## src/rdc_pkg.sv

```systemverilog
// rdc_pkg: shared constants, types and the digit glyph function for the
// radix digit converter. No dependencies.
package rdc_pkg;

    // default sizes handed to the top level parameters
    localparam int DEF_VALUE_BITS = 32;
    localparam int DEF_MAX_DIGITS = 32;

    // field widths
    localparam int RADIX_W = 5;
    localparam int DIGIT_W = 4;
    localparam int CHAR_W  = 7;

    // radix register reset and valid range
    localparam logic [RADIX_W-1:0] RADIX_RESET = 5'd2;
    localparam logic [RADIX_W-1:0] RADIX_MIN   = 5'd2;
    localparam logic [RADIX_W-1:0] RADIX_MAX   = 5'd16;

    // ascii codes of the first numeral and first letter glyphs
    localparam logic [CHAR_W-1:0] CHAR_ZERO = 7'h30;
    localparam logic [CHAR_W-1:0] CHAR_A    = 7'h61;
    localparam logic [CHAR_W-1:0] CHAR_ERR  = 7'h00;
    localparam logic [DIGIT_W-1:0] TEN      = 4'd10;

    // quotient bits retired per divider cycle
    localparam int DIV_STEPS = 8;

    // queue depths
    localparam int CMDQ_DEPTH = 2;
    localparam int OUTQ_DEPTH = 2;

    // control part of one request between front and back
    typedef struct packed {
        logic [RADIX_W-1:0] radix;
        logic               bad;
    } rdc_ctl_t;

    // one result item
    typedef struct packed {
        logic [CHAR_W-1:0] digit_char;
        logic              last_digit;
        logic              bad_radix;
    } rdc_result_t;

    // back end sequencer states
    typedef enum logic [1:0] {
        BK_IDLE,
        BK_DIV,
        BK_ERR,
        BK_EMIT
    } rdc_back_state_t;

    // lower-case ascii glyph of a digit
    function automatic logic [CHAR_W-1:0] glyph(input logic [DIGIT_W-1:0] d);
        logic [CHAR_W-1:0] res;
        if (d < TEN)
        begin
            res = CHAR_ZERO + {3'b000, d};
        end
        else
        begin
            res = CHAR_A + {3'b000, d - TEN};
        end
        return res;
    endfunction

endpackage

```

## src/rdc_front.sv

```systemverilog
// rdc_front: input side of the converter; holds the radix register and
// classifies each request. Depends on rdc_pkg.
module rdc_front
    import rdc_pkg::*;
(
    input  logic               clk,
    input  logic               rst_n,
    input  logic               push,
    output logic               full,
    input  logic               cfg_valid,
    output logic               cfg_ready,
    input  logic [RADIX_W-1:0] cfg_radix,
    input  logic               q_full,
    output logic               q_push,
    output rdc_ctl_t           q_ctl
);

    logic [RADIX_W-1:0] radix_reg;
    logic [RADIX_W-1:0] radix_next;

    // configuration register, always ready
    assign cfg_ready  = 1'b1;
    assign radix_next = (cfg_valid && cfg_ready) ? cfg_radix : radix_reg;

    always_ff @(posedge clk or negedge rst_n)
    begin
        if (!rst_n)
        begin
            radix_reg <= RADIX_RESET;
        end
        else
        begin
            radix_reg <= radix_next;
        end
    end

    // request acceptance follows the command queue
    assign full   = q_full;
    assign q_push = push && !q_full;

    // classify the base
    always_comb
    begin
        q_ctl.radix = radix_reg;
        q_ctl.bad   = !(radix_reg inside {[RADIX_MIN:RADIX_MAX]});
    end

endmodule

```

## src/rdc_cmd_queue.sv

```systemverilog
// rdc_cmd_queue: short request queue between front and back end.
// Depends on rdc_pkg.
module rdc_cmd_queue
    import rdc_pkg::*;
#(
    parameter int VALUE_BITS = DEF_VALUE_BITS
)
(
    input  logic                  clk,
    input  logic                  rst_n,
    input  logic                  in_push,
    input  logic [VALUE_BITS-1:0] in_value,
    input  rdc_ctl_t              in_ctl,
    output logic                  q_full,
    input  logic                  out_pop,
    output logic                  out_valid,
    output logic [VALUE_BITS-1:0] out_value,
    output rdc_ctl_t              out_ctl
);

    localparam int PW = (CMDQ_DEPTH > 1) ? $clog2(CMDQ_DEPTH) : 1;
    localparam int CW = $clog2(CMDQ_DEPTH + 1);

    logic [VALUE_BITS-1:0] value_mem [CMDQ_DEPTH];
    rdc_ctl_t              ctl_mem   [CMDQ_DEPTH];
    logic [PW-1:0]         wr_ptr_reg;
    logic [PW-1:0]         rd_ptr_reg;
    logic [CW-1:0]         count_reg;
    logic [PW-1:0]         wr_ptr_next;
    logic [PW-1:0]         rd_ptr_next;
    logic [CW-1:0]         count_next;
    logic                  wr_en;
    logic                  rd_en;

    assign q_full    = (count_reg == CW'(CMDQ_DEPTH));
    assign out_valid = (count_reg != '0);
    assign wr_en     = in_push && !q_full;
    assign rd_en     = out_pop && out_valid;
    assign out_value = value_mem[rd_ptr_reg];
    assign out_ctl   = ctl_mem[rd_ptr_reg];

    // pointer and fill level update
    always_comb
    begin
        wr_ptr_next = wr_ptr_reg;
        rd_ptr_next = rd_ptr_reg;
        count_next  = count_reg;
        if (wr_en)
        begin
            wr_ptr_next = (wr_ptr_reg == PW'(CMDQ_DEPTH - 1)) ? '0 : wr_ptr_reg + 1'b1;
        end
        if (rd_en)
        begin
            rd_ptr_next = (rd_ptr_reg == PW'(CMDQ_DEPTH - 1)) ? '0 : rd_ptr_reg + 1'b1;
        end
        if (wr_en && !rd_en)
        begin
            count_next = count_reg + 1'b1;
        end
        else if (rd_en && !wr_en)
        begin
            count_next = count_reg - 1'b1;
        end
    end

    always_ff @(posedge clk or negedge rst_n)
    begin
        if (!rst_n)
        begin
            wr_ptr_reg <= '0;
            rd_ptr_reg <= '0;
            count_reg  <= '0;
        end
        else
        begin
            wr_ptr_reg <= wr_ptr_next;
            rd_ptr_reg <= rd_ptr_next;
            count_reg  <= count_next;
        end
    end

    // entry storage
    always_ff @(posedge clk)
    begin
        if (wr_en)
        begin
            value_mem[wr_ptr_reg] <= in_value;
            ctl_mem[wr_ptr_reg]   <= in_ctl;
        end
    end

endmodule

```

## src/rdc_back.sv

```systemverilog
// rdc_back: back end of the converter; iterative divider, digit store and
// most-significant-first digit emission into a small result queue.
// Depends on rdc_pkg.
module rdc_back
    import rdc_pkg::*;
#(
    parameter int VALUE_BITS = DEF_VALUE_BITS,
    parameter int MAX_DIGITS = DEF_MAX_DIGITS
)
(
    input  logic                  clk,
    input  logic                  rst_n,
    input  logic                  cmd_valid,
    input  logic [VALUE_BITS-1:0] cmd_value,
    input  rdc_ctl_t              cmd_ctl,
    output logic                  cmd_pop,
    output logic                  empty,
    input  logic                  pop,
    output rdc_result_t           result
);

    localparam int DIV_CYCLES = (VALUE_BITS + DIV_STEPS - 1) / DIV_STEPS;
    localparam int QW         = DIV_CYCLES * DIV_STEPS;
    localparam int SW         = (DIV_CYCLES > 1) ? $clog2(DIV_CYCLES) : 1;
    localparam int AW         = $clog2(MAX_DIGITS);
    localparam int OPW        = (OUTQ_DEPTH > 1) ? $clog2(OUTQ_DEPTH) : 1;
    localparam int OCW        = $clog2(OUTQ_DEPTH + 1);

    rdc_back_state_t     state_reg;
    rdc_back_state_t     state_next;

    logic [QW-1:0]       q_reg;
    logic [QW-1:0]       q_next;
    logic [DIGIT_W-1:0]  rem_reg;
    logic [DIGIT_W-1:0]  rem_next;
    logic [RADIX_W-1:0]  radix_reg;
    logic [SW-1:0]       step_reg;
    logic [AW-1:0]       n_reg;
    logic [AW-1:0]       rd_addr_reg;
    logic [DIGIT_W-1:0]  rd_data_reg;
    logic [DIGIT_W-1:0]  store_mem [MAX_DIGITS];

    logic                pend_valid_reg;
    logic                pend_last_reg;
    logic                pend_bad_reg;

    rdc_result_t         outq_mem [OUTQ_DEPTH];
    logic [OPW-1:0]      owr_ptr_reg;
    logic [OPW-1:0]      ord_ptr_reg;
    logic [OCW-1:0]      ocount_reg;

    logic                last_step;
    logic                quot_zero;
    logic                div_done;
    logic                slot_free;
    logic                issue;
    logic                issue_err;
    logic                mem_we;
    logic                mem_re;
    logic                out_push;
    logic                out_pop;
    rdc_result_t         out_entry;

    // divider slice: several restoring steps on the narrow remainder
    always_comb
    begin
        logic [RADIX_W-1:0]   t;
        logic [DIGIT_W-1:0]   r;
        logic [DIV_STEPS-1:0] bits;
        r    = rem_reg;
        bits = '0;
        for (int i = 0; i < DIV_STEPS; i++)
        begin
            t = {r, q_reg[QW-1-i]};
            if (t >= radix_reg)
            begin
                t                   = t - radix_reg;
                bits[DIV_STEPS-1-i] = 1'b1;
            end
            r = t[DIGIT_W-1:0];
        end
        rem_next = r;
        q_next   = (q_reg << DIV_STEPS) | QW'(bits);
    end

    assign last_step = (step_reg == SW'(DIV_CYCLES - 1));
    assign quot_zero = (q_next == '0);
    assign div_done  = last_step && (quot_zero || (n_reg == AW'(MAX_DIGITS - 1)));
    assign slot_free = ({1'b0, ocount_reg} + {{OCW{1'b0}}, pend_valid_reg})
                       < (OCW + 1)'(OUTQ_DEPTH);

    // next state
    always_comb
    begin
        state_next = state_reg;
        case (state_reg)
            BK_IDLE:
            begin
                if (cmd_valid)
                begin
                    state_next = cmd_ctl.bad ? BK_ERR : BK_DIV;
                end
            end
            BK_DIV:
            begin
                if (div_done)
                begin
                    state_next = BK_EMIT;
                end
            end
            BK_ERR:
            begin
                if (slot_free)
                begin
                    state_next = BK_IDLE;
                end
            end
            BK_EMIT:
            begin
                if (slot_free && (rd_addr_reg == '0))
                begin
                    state_next = BK_IDLE;
                end
            end
            default:
            begin
                state_next = BK_IDLE;
            end
        endcase
    end

    // sequencer outputs
    always_comb
    begin
        cmd_pop   = 1'b0;
        issue     = 1'b0;
        issue_err = 1'b0;
        mem_we    = 1'b0;
        mem_re    = 1'b0;
        case (state_reg)
            BK_IDLE:
            begin
                cmd_pop = cmd_valid;
            end
            BK_DIV:
            begin
                mem_we = last_step;
            end
            BK_ERR:
            begin
                issue     = slot_free;
                issue_err = slot_free;
            end
            BK_EMIT:
            begin
                issue  = slot_free;
                mem_re = slot_free;
            end
            default:
            begin
                cmd_pop = 1'b0;
            end
        endcase
    end

    // control registers
    always_ff @(posedge clk or negedge rst_n)
    begin
        if (!rst_n)
        begin
            state_reg      <= BK_IDLE;
            step_reg       <= '0;
            n_reg          <= '0;
            rd_addr_reg    <= '0;
            pend_valid_reg <= 1'b0;
            pend_last_reg  <= 1'b0;
            pend_bad_reg   <= 1'b0;
        end
        else
        begin
            state_reg      <= state_next;
            pend_valid_reg <= issue;
            if (issue)
            begin
                pend_last_reg <= issue_err || (rd_addr_reg == '0);
                pend_bad_reg  <= issue_err;
            end
            if (cmd_pop)
            begin
                step_reg <= '0;
                n_reg    <= '0;
            end
            else if (state_reg == BK_DIV)
            begin
                step_reg <= last_step ? '0 : step_reg + 1'b1;
                if (last_step && !div_done)
                begin
                    n_reg <= n_reg + 1'b1;
                end
                if (div_done)
                begin
                    rd_addr_reg <= n_reg;
                end
            end
            else if (mem_re)
            begin
                rd_addr_reg <= rd_addr_reg - 1'b1;
            end
        end
    end

    // divider datapath
    always_ff @(posedge clk)
    begin
        if (cmd_pop)
        begin
            q_reg     <= QW'(cmd_value);
            rem_reg   <= '0;
            radix_reg <= cmd_ctl.radix;
        end
        else if (state_reg == BK_DIV)
        begin
            q_reg   <= q_next;
            rem_reg <= last_step ? '0 : rem_next;
        end
    end

    // digit store, registered read
    always_ff @(posedge clk)
    begin
        if (mem_we)
        begin
            store_mem[n_reg] <= rem_next;
        end
        if (mem_re)
        begin
            rd_data_reg <= store_mem[rd_addr_reg];
        end
    end

    // result queue
    always_comb
    begin
        out_entry.digit_char = pend_bad_reg ? CHAR_ERR : glyph(rd_data_reg);
        out_entry.last_digit = pend_last_reg;
        out_entry.bad_radix  = pend_bad_reg;
    end

    assign out_push = pend_valid_reg;
    assign empty    = (ocount_reg == '0);
    assign out_pop  = pop && !empty;
    assign result   = outq_mem[ord_ptr_reg];

    always_ff @(posedge clk or negedge rst_n)
    begin
        if (!rst_n)
        begin
            owr_ptr_reg <= '0;
            ord_ptr_reg <= '0;
            ocount_reg  <= '0;
        end
        else
        begin
            if (out_push)
            begin
                owr_ptr_reg <= (owr_ptr_reg == OPW'(OUTQ_DEPTH - 1)) ? '0 : owr_ptr_reg + 1'b1;
            end
            if (out_pop)
            begin
                ord_ptr_reg <= (ord_ptr_reg == OPW'(OUTQ_DEPTH - 1)) ? '0 : ord_ptr_reg + 1'b1;
            end
            if (out_push && !out_pop)
            begin
                ocount_reg <= ocount_reg + 1'b1;
            end
            else if (out_pop && !out_push)
            begin
                ocount_reg <= ocount_reg - 1'b1;
            end
        end
    end

    always_ff @(posedge clk)
    begin
        if (out_push)
        begin
            outq_mem[owr_ptr_reg] <= out_entry;
        end
    end

endmodule

```

## src/radix_digit_converter_core.sv

```systemverilog
// radix_digit_converter_core: top level of the radix digit converter.
// Depends on rdc_pkg, rdc_front, rdc_cmd_queue and rdc_back.
//
// Usage: write the base on the configuration channel (cfg_valid/cfg_ready,
// cfg_radix) while the block is idle; it resets to base 2. Values go in on
// the push/full side. For each value the block returns its digits, most
// significant first, on the empty/pop side as lower-case ascii in
// digit_char, with last_digit set on the least significant digit. A base
// outside 2..16 gives one result with digit_char 0, last_digit and
// bad_radix set. Zero gives the single digit '0'.
// Rate: one value is converted at a time by an iterative
// divider that retires 8 quotient bits a cycle, and the digits then go
// out from the registered digit store.
// A two-entry request queue lets the next value wait while one converts.
// Reset clears all queues and the sequencer; the digit store needs no
// clearing. When the receiver stalls, the two-entry result queue fills and
// emission pauses; no result is lost.
module radix_digit_converter_core
    import rdc_pkg::*;
#(
    parameter int VALUE_BITS = DEF_VALUE_BITS,
    parameter int MAX_DIGITS = DEF_MAX_DIGITS
)
(
    input  logic                  clk,
    input  logic                  rst_n,
    input  logic                  push,
    output logic                  full,
    input  logic [VALUE_BITS-1:0] value,
    input  logic                  cfg_valid,
    output logic                  cfg_ready,
    input  logic [RADIX_W-1:0]    cfg_radix,
    output logic                  empty,
    input  logic                  pop,
    output logic [CHAR_W-1:0]     digit_char,
    output logic                  last_digit,
    output logic                  bad_radix
);

    logic                  q_full;
    logic                  q_push;
    rdc_ctl_t              q_ctl;
    logic                  cmd_valid;
    logic                  cmd_pop;
    logic [VALUE_BITS-1:0] cmd_value;
    rdc_ctl_t              cmd_ctl;
    rdc_result_t           result;

    // front end: radix register and request classification
    rdc_front u_front (
        .clk       (clk),
        .rst_n     (rst_n),
        .push      (push),
        .full      (full),
        .cfg_valid (cfg_valid),
        .cfg_ready (cfg_ready),
        .cfg_radix (cfg_radix),
        .q_full    (q_full),
        .q_push    (q_push),
        .q_ctl     (q_ctl)
    );

    // request queue between the two halves
    rdc_cmd_queue #(
        .VALUE_BITS (VALUE_BITS)
    ) u_cmd_queue (
        .clk       (clk),
        .rst_n     (rst_n),
        .in_push   (q_push),
        .in_value  (value),
        .in_ctl    (q_ctl),
        .q_full    (q_full),
        .out_pop   (cmd_pop),
        .out_valid (cmd_valid),
        .out_value (cmd_value),
        .out_ctl   (cmd_ctl)
    );

    // back end: division, digit store and emission
    rdc_back #(
        .VALUE_BITS (VALUE_BITS),
        .MAX_DIGITS (MAX_DIGITS)
    ) u_back (
        .clk       (clk),
        .rst_n     (rst_n),
        .cmd_valid (cmd_valid),
        .cmd_value (cmd_value),
        .cmd_ctl   (cmd_ctl),
        .cmd_pop   (cmd_pop),
        .empty     (empty),
        .pop       (pop),
        .result    (result)
    );

    assign digit_char = result.digit_char;
    assign last_digit = result.last_digit;
    assign bad_radix  = result.bad_radix;

endmodule
```

## config.mk

```make
export PLATFORM = sky130hd
export DESIGN_NAME = radix_digit_converter_core
export DESIGN_NICKNAME = d
export VERILOG_FILES = /design/src/rdc_pkg.sv /design/src/rdc_front.sv /design/src/rdc_cmd_queue.sv /design/src/rdc_back.sv /design/src/radix_digit_converter_core.sv
export SDC_FILE = /design/constraint.sdc
export NUM_CORES = 1
export LEC_CHECK = 0
export BUFFER_PORTS_ARGS = -buffer_cell sky130_fd_sc_hd__buf_2
export CAP_MARGIN = 20
export CORE_MARGIN = 4
export CORE_UTILIZATION = 50
export DETAILED_ROUTE_END_ITERATION = 7
export PLACE_DENSITY = 0.67
export SETUP_SLACK_MARGIN = 0.2
export SLEW_MARGIN = 10
export SYNTH_ARGS = -nofsm -noshare
export SYNTH_HDL_FRONTEND = slang
export SYNTH_SLANG_ARGS = --single-unit
```

## constraint.sdc

```tcl
create_clock -name clk -period 31.5 [get_ports clk]
set_input_delay 3.15 -clock clk [delete_from_list [all_inputs] [get_ports clk]]
set_output_delay 3.15 -clock clk [all_outputs]
set_load 0.02 [all_outputs]
```

[After elaboration in Yosys (flattened, before gate mapping)]
Memory sizes are Yosys's and may differ from the RTL's. A register that Yosys moved wholly into a read port is not among the register bits.
Index checks and enable logic that the tools add are counted.
Storage, ports and cells
  register bits: 71
  memory bits (writable): 222
  input bits: 42
  output and inout port bits: 12
  word-level logic and storage cells: 159
  memories: 4
Cells by class
  add/subtract/negate cells: 23
  order comparisons: 12
  equality and inequality tests: 10
  muxes and demuxes: 55
  bitwise logic cells: 2
  reduce and logical (&&, ||, !) cells: 36
Memories
  u_back.store_mem: words 32, width 4, rd ports 1, clocked after Yosys merged registers in 1, wr ports 1, line rdc_back.sv:41  | logic [DIGIT_W-1:0] store_mem [MAX_DIGITS];
  u_cmd_queue.value_mem: words 2, width 32, rd ports 1, clocked after Yosys merged registers in 0, wr ports 1, line rdc_cmd_queue.sv:24  | logic [VALUE_BITS-1:0] value_mem [CMDQ_DEPTH];
  u_back.outq_mem: words 2, width 9, rd ports 1, clocked after Yosys merged registers in 0, wr ports 1, line rdc_back.sv:47  | rdc_result_t outq_mem [OUTQ_DEPTH];
  u_cmd_queue.ctl_mem: words 2, width 6, rd ports 1, clocked after Yosys merged registers in 0, wr ports 1, line rdc_cmd_queue.sv:25  | rdc_ctl_t ctl_mem [CMDQ_DEPTH];
Operator list (count)
  32-bit 2-to-1 mux: 2
  5-bit >= comparator: 8
  4-bit 2-to-1 mux: 9
  32-bit logical NOT: 1
  32-bit by 8-bit bitwise OR with 32-bit output: 1
  4-bit subtractor: 8
  5-bit 2-to-1 mux: 6
  2-bit 2-to-1 mux: 12
  1-bit 2-to-1 mux: 23
  7-bit 2-to-1 mux: 2
  1-bit logical AND: 12
  2-bit nonzero test: 6
  2-bit equality test (second input constant): 4
  1-bit logical NOT: 8
  2-bit by 1-bit != test with 1-bit output (second input constant): 4
  2-bit case mux with 4 select lines: 1
  6-bit by 4-bit adder with 7-bit output (first input constant): 1
  6-bit by 5-bit adder with 7-bit output (first input constant): 1
  2-bit by 1-bit adder with 2-bit output (second input constant): 3
  5-bit by 1-bit adder with 5-bit output (second input constant): 1
  5-bit equality test (second input constant): 1
  5-bit by 2-bit >= comparator with 1-bit output (second input constant): 1
  5-bit <= comparator (second input constant): 1
  5-bit logical NOT: 1
  15 further kinds: 21

[Logic depth before layout (Yosys ltp)]
  depth in word-level cells: 25
  mapped depth: 54
  depth with buffers taken out: 51

[By module]
A second synthesis with hierarchy kept.
Second synthesis, totals
  cells, all modules: 946
  area total of the unflattened synthesis: 13802.0 um^2
Modules (own cells, without submodules)
  rdc_back: times used 1, cells an instance 792, area an instance 10577.6 um^2, sequential area each 6221.0 um^2
  rdc_cmd_queue: times used 1, cells an instance 137, area an instance 2989.1 um^2, sequential area each 2382.3 um^2
  rdc_front: times used 1, cells an instance 17, area an instance 235.2 um^2, sequential area each 126.4 um^2

[Least setup slack after synthesis]
Ideal clock, no wire load.
  path kind: flip-flop to flip-flop
  start point: reg u_back.radix_reg[1]
  end point: mem u_back.store_mem[0][1], data pin
  library setup time: 392 ps
  data arrival time: 11295 ps
  data required time: 31108 ps
  setup slack: 19813 ps
  stages on the path, launching flop included: 49
  buffers on the path: 3
  clock period less this slack: 11687 ps
  path through: edfxtp_1 -> inv_1 -> ha_1 -> and4_1 -> a21oi_1 -> nand2b_1 -> mux2_2 -> ha_1 -> nand3_1 -> a21boi_0 -> nand2b_1 -> buf_2 -> mux2_2 -> inv_1 -> ha_1 -> nand3_1 -> a21boi_0 -> nand2b_1 -> (+13 left out) -> ha_1 -> a21oi_1 -> a21boi_1 -> or2_2 -> clkbuf_1 -> mux2_2 -> ha_1 -> and4_1 -> a21oi_1 -> nand2b_1 -> clkbuf_1 -> o21ai_0 -> inv_1 -> ha_1 -> a21o_1 -> a21oi_1 -> o21a_1 -> mux2i_1
On the way
  cells in the longest elaborated chain, start to end: 16
  elaborated cells between the ends (all ways): 24
  classes of those cells: 8 x add/sub; 8 x order compare; 8 x mux
RTL lines
  start: declaration: line rdc_back.sv:36  | logic [RADIX_W-1:0] radix_reg;
  start signal: assignment: line rdc_back.sv:219  | radix_reg <= cmd_ctl.radix;
  4-bit subtractor / 5-bit >= comparator (equally long branches): line rdc_back.sv:77, rdc_back.sv:75
  4-bit 2-to-1 mux: line rdc_back.sv:75  | if (t >= radix_reg)
  4-bit subtractor / 5-bit >= comparator (equally long branches): line rdc_back.sv:77, rdc_back.sv:75
  4-bit 2-to-1 mux: line rdc_back.sv:75
  4-bit subtractor / 5-bit >= comparator (equally long branches): line rdc_back.sv:77, rdc_back.sv:75
  4-bit 2-to-1 mux: line rdc_back.sv:75
  5-bit >= comparator / 4-bit subtractor (equally long branches): line rdc_back.sv:75, rdc_back.sv:77
  4-bit 2-to-1 mux: line rdc_back.sv:75
  4-bit subtractor / 5-bit >= comparator (equally long branches): line rdc_back.sv:77, rdc_back.sv:75
  4-bit 2-to-1 mux: line rdc_back.sv:75
  4-bit subtractor / 5-bit >= comparator (equally long branches): line rdc_back.sv:77, rdc_back.sv:75
  4-bit 2-to-1 mux: line rdc_back.sv:75
  5-bit >= comparator / 4-bit subtractor (equally long branches): line rdc_back.sv:75, rdc_back.sv:77
  4-bit 2-to-1 mux: line rdc_back.sv:75
  4-bit subtractor / 5-bit >= comparator (equally long branches): line rdc_back.sv:77, rdc_back.sv:75
  4-bit 2-to-1 mux (*): line rdc_back.sv:75
  net u_back.rem_next[1]: line rdc_back.sv:35  | logic [DIGIT_W-1:0] rem_next;
  end: declaration: line rdc_back.sv:41
Mark *: on every way through the listed nets, which the timed path passes. The rest lies on a longest branch.

[Final worst setup path]
  start point: reg u_back.radix_reg[1]
  end point: reg u_back.rem_reg[3]
On the way
  cells in the longest elaborated chain, start to end: 17
  elaborated cells between the ends (all ways): 25
  classes of those cells: 8 x add/sub; 8 x order compare; 9 x mux
RTL lines
  4-bit subtractor / 5-bit >= comparator (equally long branches): line rdc_back.sv:77, rdc_back.sv:75
  4-bit 2-to-1 mux: line rdc_back.sv:75
  4-bit subtractor / 5-bit >= comparator (equally long branches): line rdc_back.sv:77, rdc_back.sv:75
  4-bit 2-to-1 mux: line rdc_back.sv:75
  4-bit subtractor / 5-bit >= comparator (equally long branches): line rdc_back.sv:77, rdc_back.sv:75
  4-bit 2-to-1 mux: line rdc_back.sv:75
  5-bit >= comparator / 4-bit subtractor (equally long branches): line rdc_back.sv:75, rdc_back.sv:77
  4-bit 2-to-1 mux: line rdc_back.sv:75
  (+2 left out)
  4-bit subtractor / 5-bit >= comparator (equally long branches): line rdc_back.sv:77, rdc_back.sv:75
  4-bit 2-to-1 mux: line rdc_back.sv:75
  5-bit >= comparator / 4-bit subtractor (equally long branches): line rdc_back.sv:75, rdc_back.sv:77
  4-bit 2-to-1 mux: line rdc_back.sv:75
  4-bit subtractor / 5-bit >= comparator (equally long branches): line rdc_back.sv:77, rdc_back.sv:75
  4-bit 2-to-1 mux (*): line rdc_back.sv:75
  net u_back.rem_next[3]: line rdc_back.sv:35
  4-bit 2-to-1 mux (*): line rdc_back.sv:224  | rem_reg <= last_step ? '0 : rem_next;
  end signal: assignment: line rdc_back.sv:224
  end: declaration: line rdc_back.sv:34  | logic [DIGIT_W-1:0] rem_reg;
Marks and branches as above.
A chain may end at the register's enable or synchronous reset.

==> results.ini <==
[status]
status = finished clean

[grt]
grt_remaining_overflow = 0
track_usage_pct = 17.56
grt_max_degree = 61
grt_pass1_wl_um = 42060
grt_pass1_vias = 7522
antenna_found_initial = 0

[detailed_routing]
met2_length_um = 11930
dr.pass1.iters = 5
drc = 0
wl_per_cell_um = 19.69
final_antenna_net_count = 0
wl_met3_um = 1285
highest_layer = met4
vias = 7507
drt-met1-wl_um = 12520
drtIter0Drc = 625
drt_wl_total_um = 26210
via_per_inst = 5.640

[synth]
syn-num-nets = 1010
synth_area_per_cell_um2 = 14.98
synth_edf_count = 263
synth-main-ff-cell = edfxtp_1
yosysUniqueCellTypes = 61
synth_top_cell_by_area = edfxtp_1
netlist_area_um2 = 13590
ys_async_sr_fraction_pct = 10.10
yosysWarnings = 0
postSynthCellCount = 907
synth-seq-cells = 297
seq_area_frac_synth_pct = 64.24
yosysMostFrequentCell = edfxtp_1
synthTopCellsByCount = edfxtp_1, nand2_1, nor2_1
synth_area_leaders = edfxtp_1, mux4_2, dfrtp_1
synth_top_area_share_pct = 58.12

[sta]
timing.final.hold_violations = 0
relSlewSlack_pct = 31.06
drv_slew = 0
rsz0062_at_grt = no
tightest_slew_ns = 1.034
tns_ns = 0
finClkSkew_ns = 0.01279
layout_min_cycle_time_ns = 12.72
final-setup-viol-count = 0
final_min_period_over_clock_period_pct = 40.37
max_clock_freq_mhz = 78.63

[cts]
cts-buffers-inserted = 31
clock_latency_ns = 0.55
postCtsSetupBuffers = 0
cts_tree = yes
clock_path_buffers = 3
cts_htree_levels = 1
cts-root-buf = clkbuf_16
path_clk_slew_ns = 0.06
clock_sinks = 297
cts_resized = 0
hold_buffers = 0

[flow_run]
maxCapViolCount = 0

[final_layout]
fillCellCount = 2114
synthToLayoutAreaGrowth_pct = 12.06
drive_above_1_share_pct = 20.20
antenna_cells = 0
fin_area_um2 = 15230
largest_register_ffs = 128
nNetsFinal = 1069

[worst_setup_path]
end_kind = flip-flop
path_max_fanout = 33
cp_slowest_cell = edfxtp_1
critPathArrivalTime_ns = 13.16
path_class = flip-flop to flip-flop
path_buf_inv = 5
worstPathRequired_ns = 31.94
slowest_delay_ns = 0.70
crit_family = compound AO/OA/AOI/OAI gates
cp_common_cell = ha_1
cp-start-kind = flip-flop

[die]
pin_count = 54
dieArea_um2 = 29880
rows = 60
initial_core_util_pct = 50.56
die_w_um = 172.9
coreArea_um2 = 26880
die_height_um = 172.9

[place]
placed_cell_area_um2 = 14220
place.gp.congestion = 0.8341
hpwl_um = 17280
portBuffers = 52

[hold_path]
worstHoldPathType = flip-flop to flip-flop

==> cell families (layout without fill, tap and decap cells) <==
logic type	after synthesis	in the layout	share of synthesized area [%]
xor gates and xnor gates	29	29	1.869
and+or+nand+nor	192	192	6.804
muxes	118	118	12.75
other	1	1	0.02760
adders and majority gates	61	61	6.058
AOI/OAI and AO/OA	130	130	6.003
DFF	297	297	64.24
buffers and inverters	79	162	2.247
==> metal layers <==
layer  up-vias  track usage [%]
li1       3556                -
met1      3723            27.25
met2       190            26.53
met3        38            2.624
met4         0            4.090
met5         -                0
==> cell usage in the layout, fill, tap and decap left out, drive strengths merged, types with 9 or more instances in the layout <==
cell type | netlist | layout
xor2 | 9 | 9
nor2 | 55 | 55
mux2i | 40 | 40
a21oi | 46 | 46
edfxtp | 263 | 263
clkbuf | 26 | 43
nand3 | 11 | 11
mux4 | 40 | 40
inv | 46 | 47
o21ai | 39 | 39
nand2b | 12 | 12
mux2 | 38 | 38
dfrtp | 29 | 29
ha | 53 | 53
nand2 | 61 | 61
a21o | 12 | 12
buf | 7 | 59
xnor2 | 20 | 20
==> final cells by class <==
type	instances	area, µm²	share of cell area (%)
Clock buffer	43	860.8	5.653
Inverter	46	172.7	1.134
Sequential cell	297	8733	57.35
Clock inverter	14	150.1	0.9859
Timing Repair Buffer	59	312.8	2.054
Multi-Input combinational cell	531	4572	30.02
Tap cell	341	426.7	2.802
==> worst paths after layout <==
path,depth (start not counted),from,to,slack [ns]
max,47,u_back.radix_reg[1],u_back.rem_reg[3],18.78
min in group asynchronous,1,rst_n,u_cmd_queue.wr_ptr_reg,2.68
min,1,u_back.owr_ptr_reg,u_back.owr_ptr_reg,0.48
min reg2reg,1,u_back.owr_ptr_reg,u_back.owr_ptr_reg,0.48
max reg2reg,47,u_back.radix_reg[1],u_back.rem_reg[3],18.78
max in group asynchronous,1,rst_n,u_back.rd_addr_reg[0],28.29
==> stage by stage <==
step | worst slack [ns] | hold WS [ns] | utilization, % | std cells
5_1_grt | 17.67 | 0.5011 | 56.66 | 1331
3_5_place_dp | 18.87 | 0.4697 | 52.90 | 1274
2_1_floorplan | 19.81 | 0.4428 | - | 907
3_3_place_gp | 19.28 | 0.4675 | 52.90 | 1274
6_report | 18.78 | 0.4772 | 56.66 | 1331
4_1_cts | 18.84 | 0.4813 | 56.66 | 1331
Power is not shown: default switching activity piles up to over one toggle a cycle in this logic, so the estimate is an artifact.
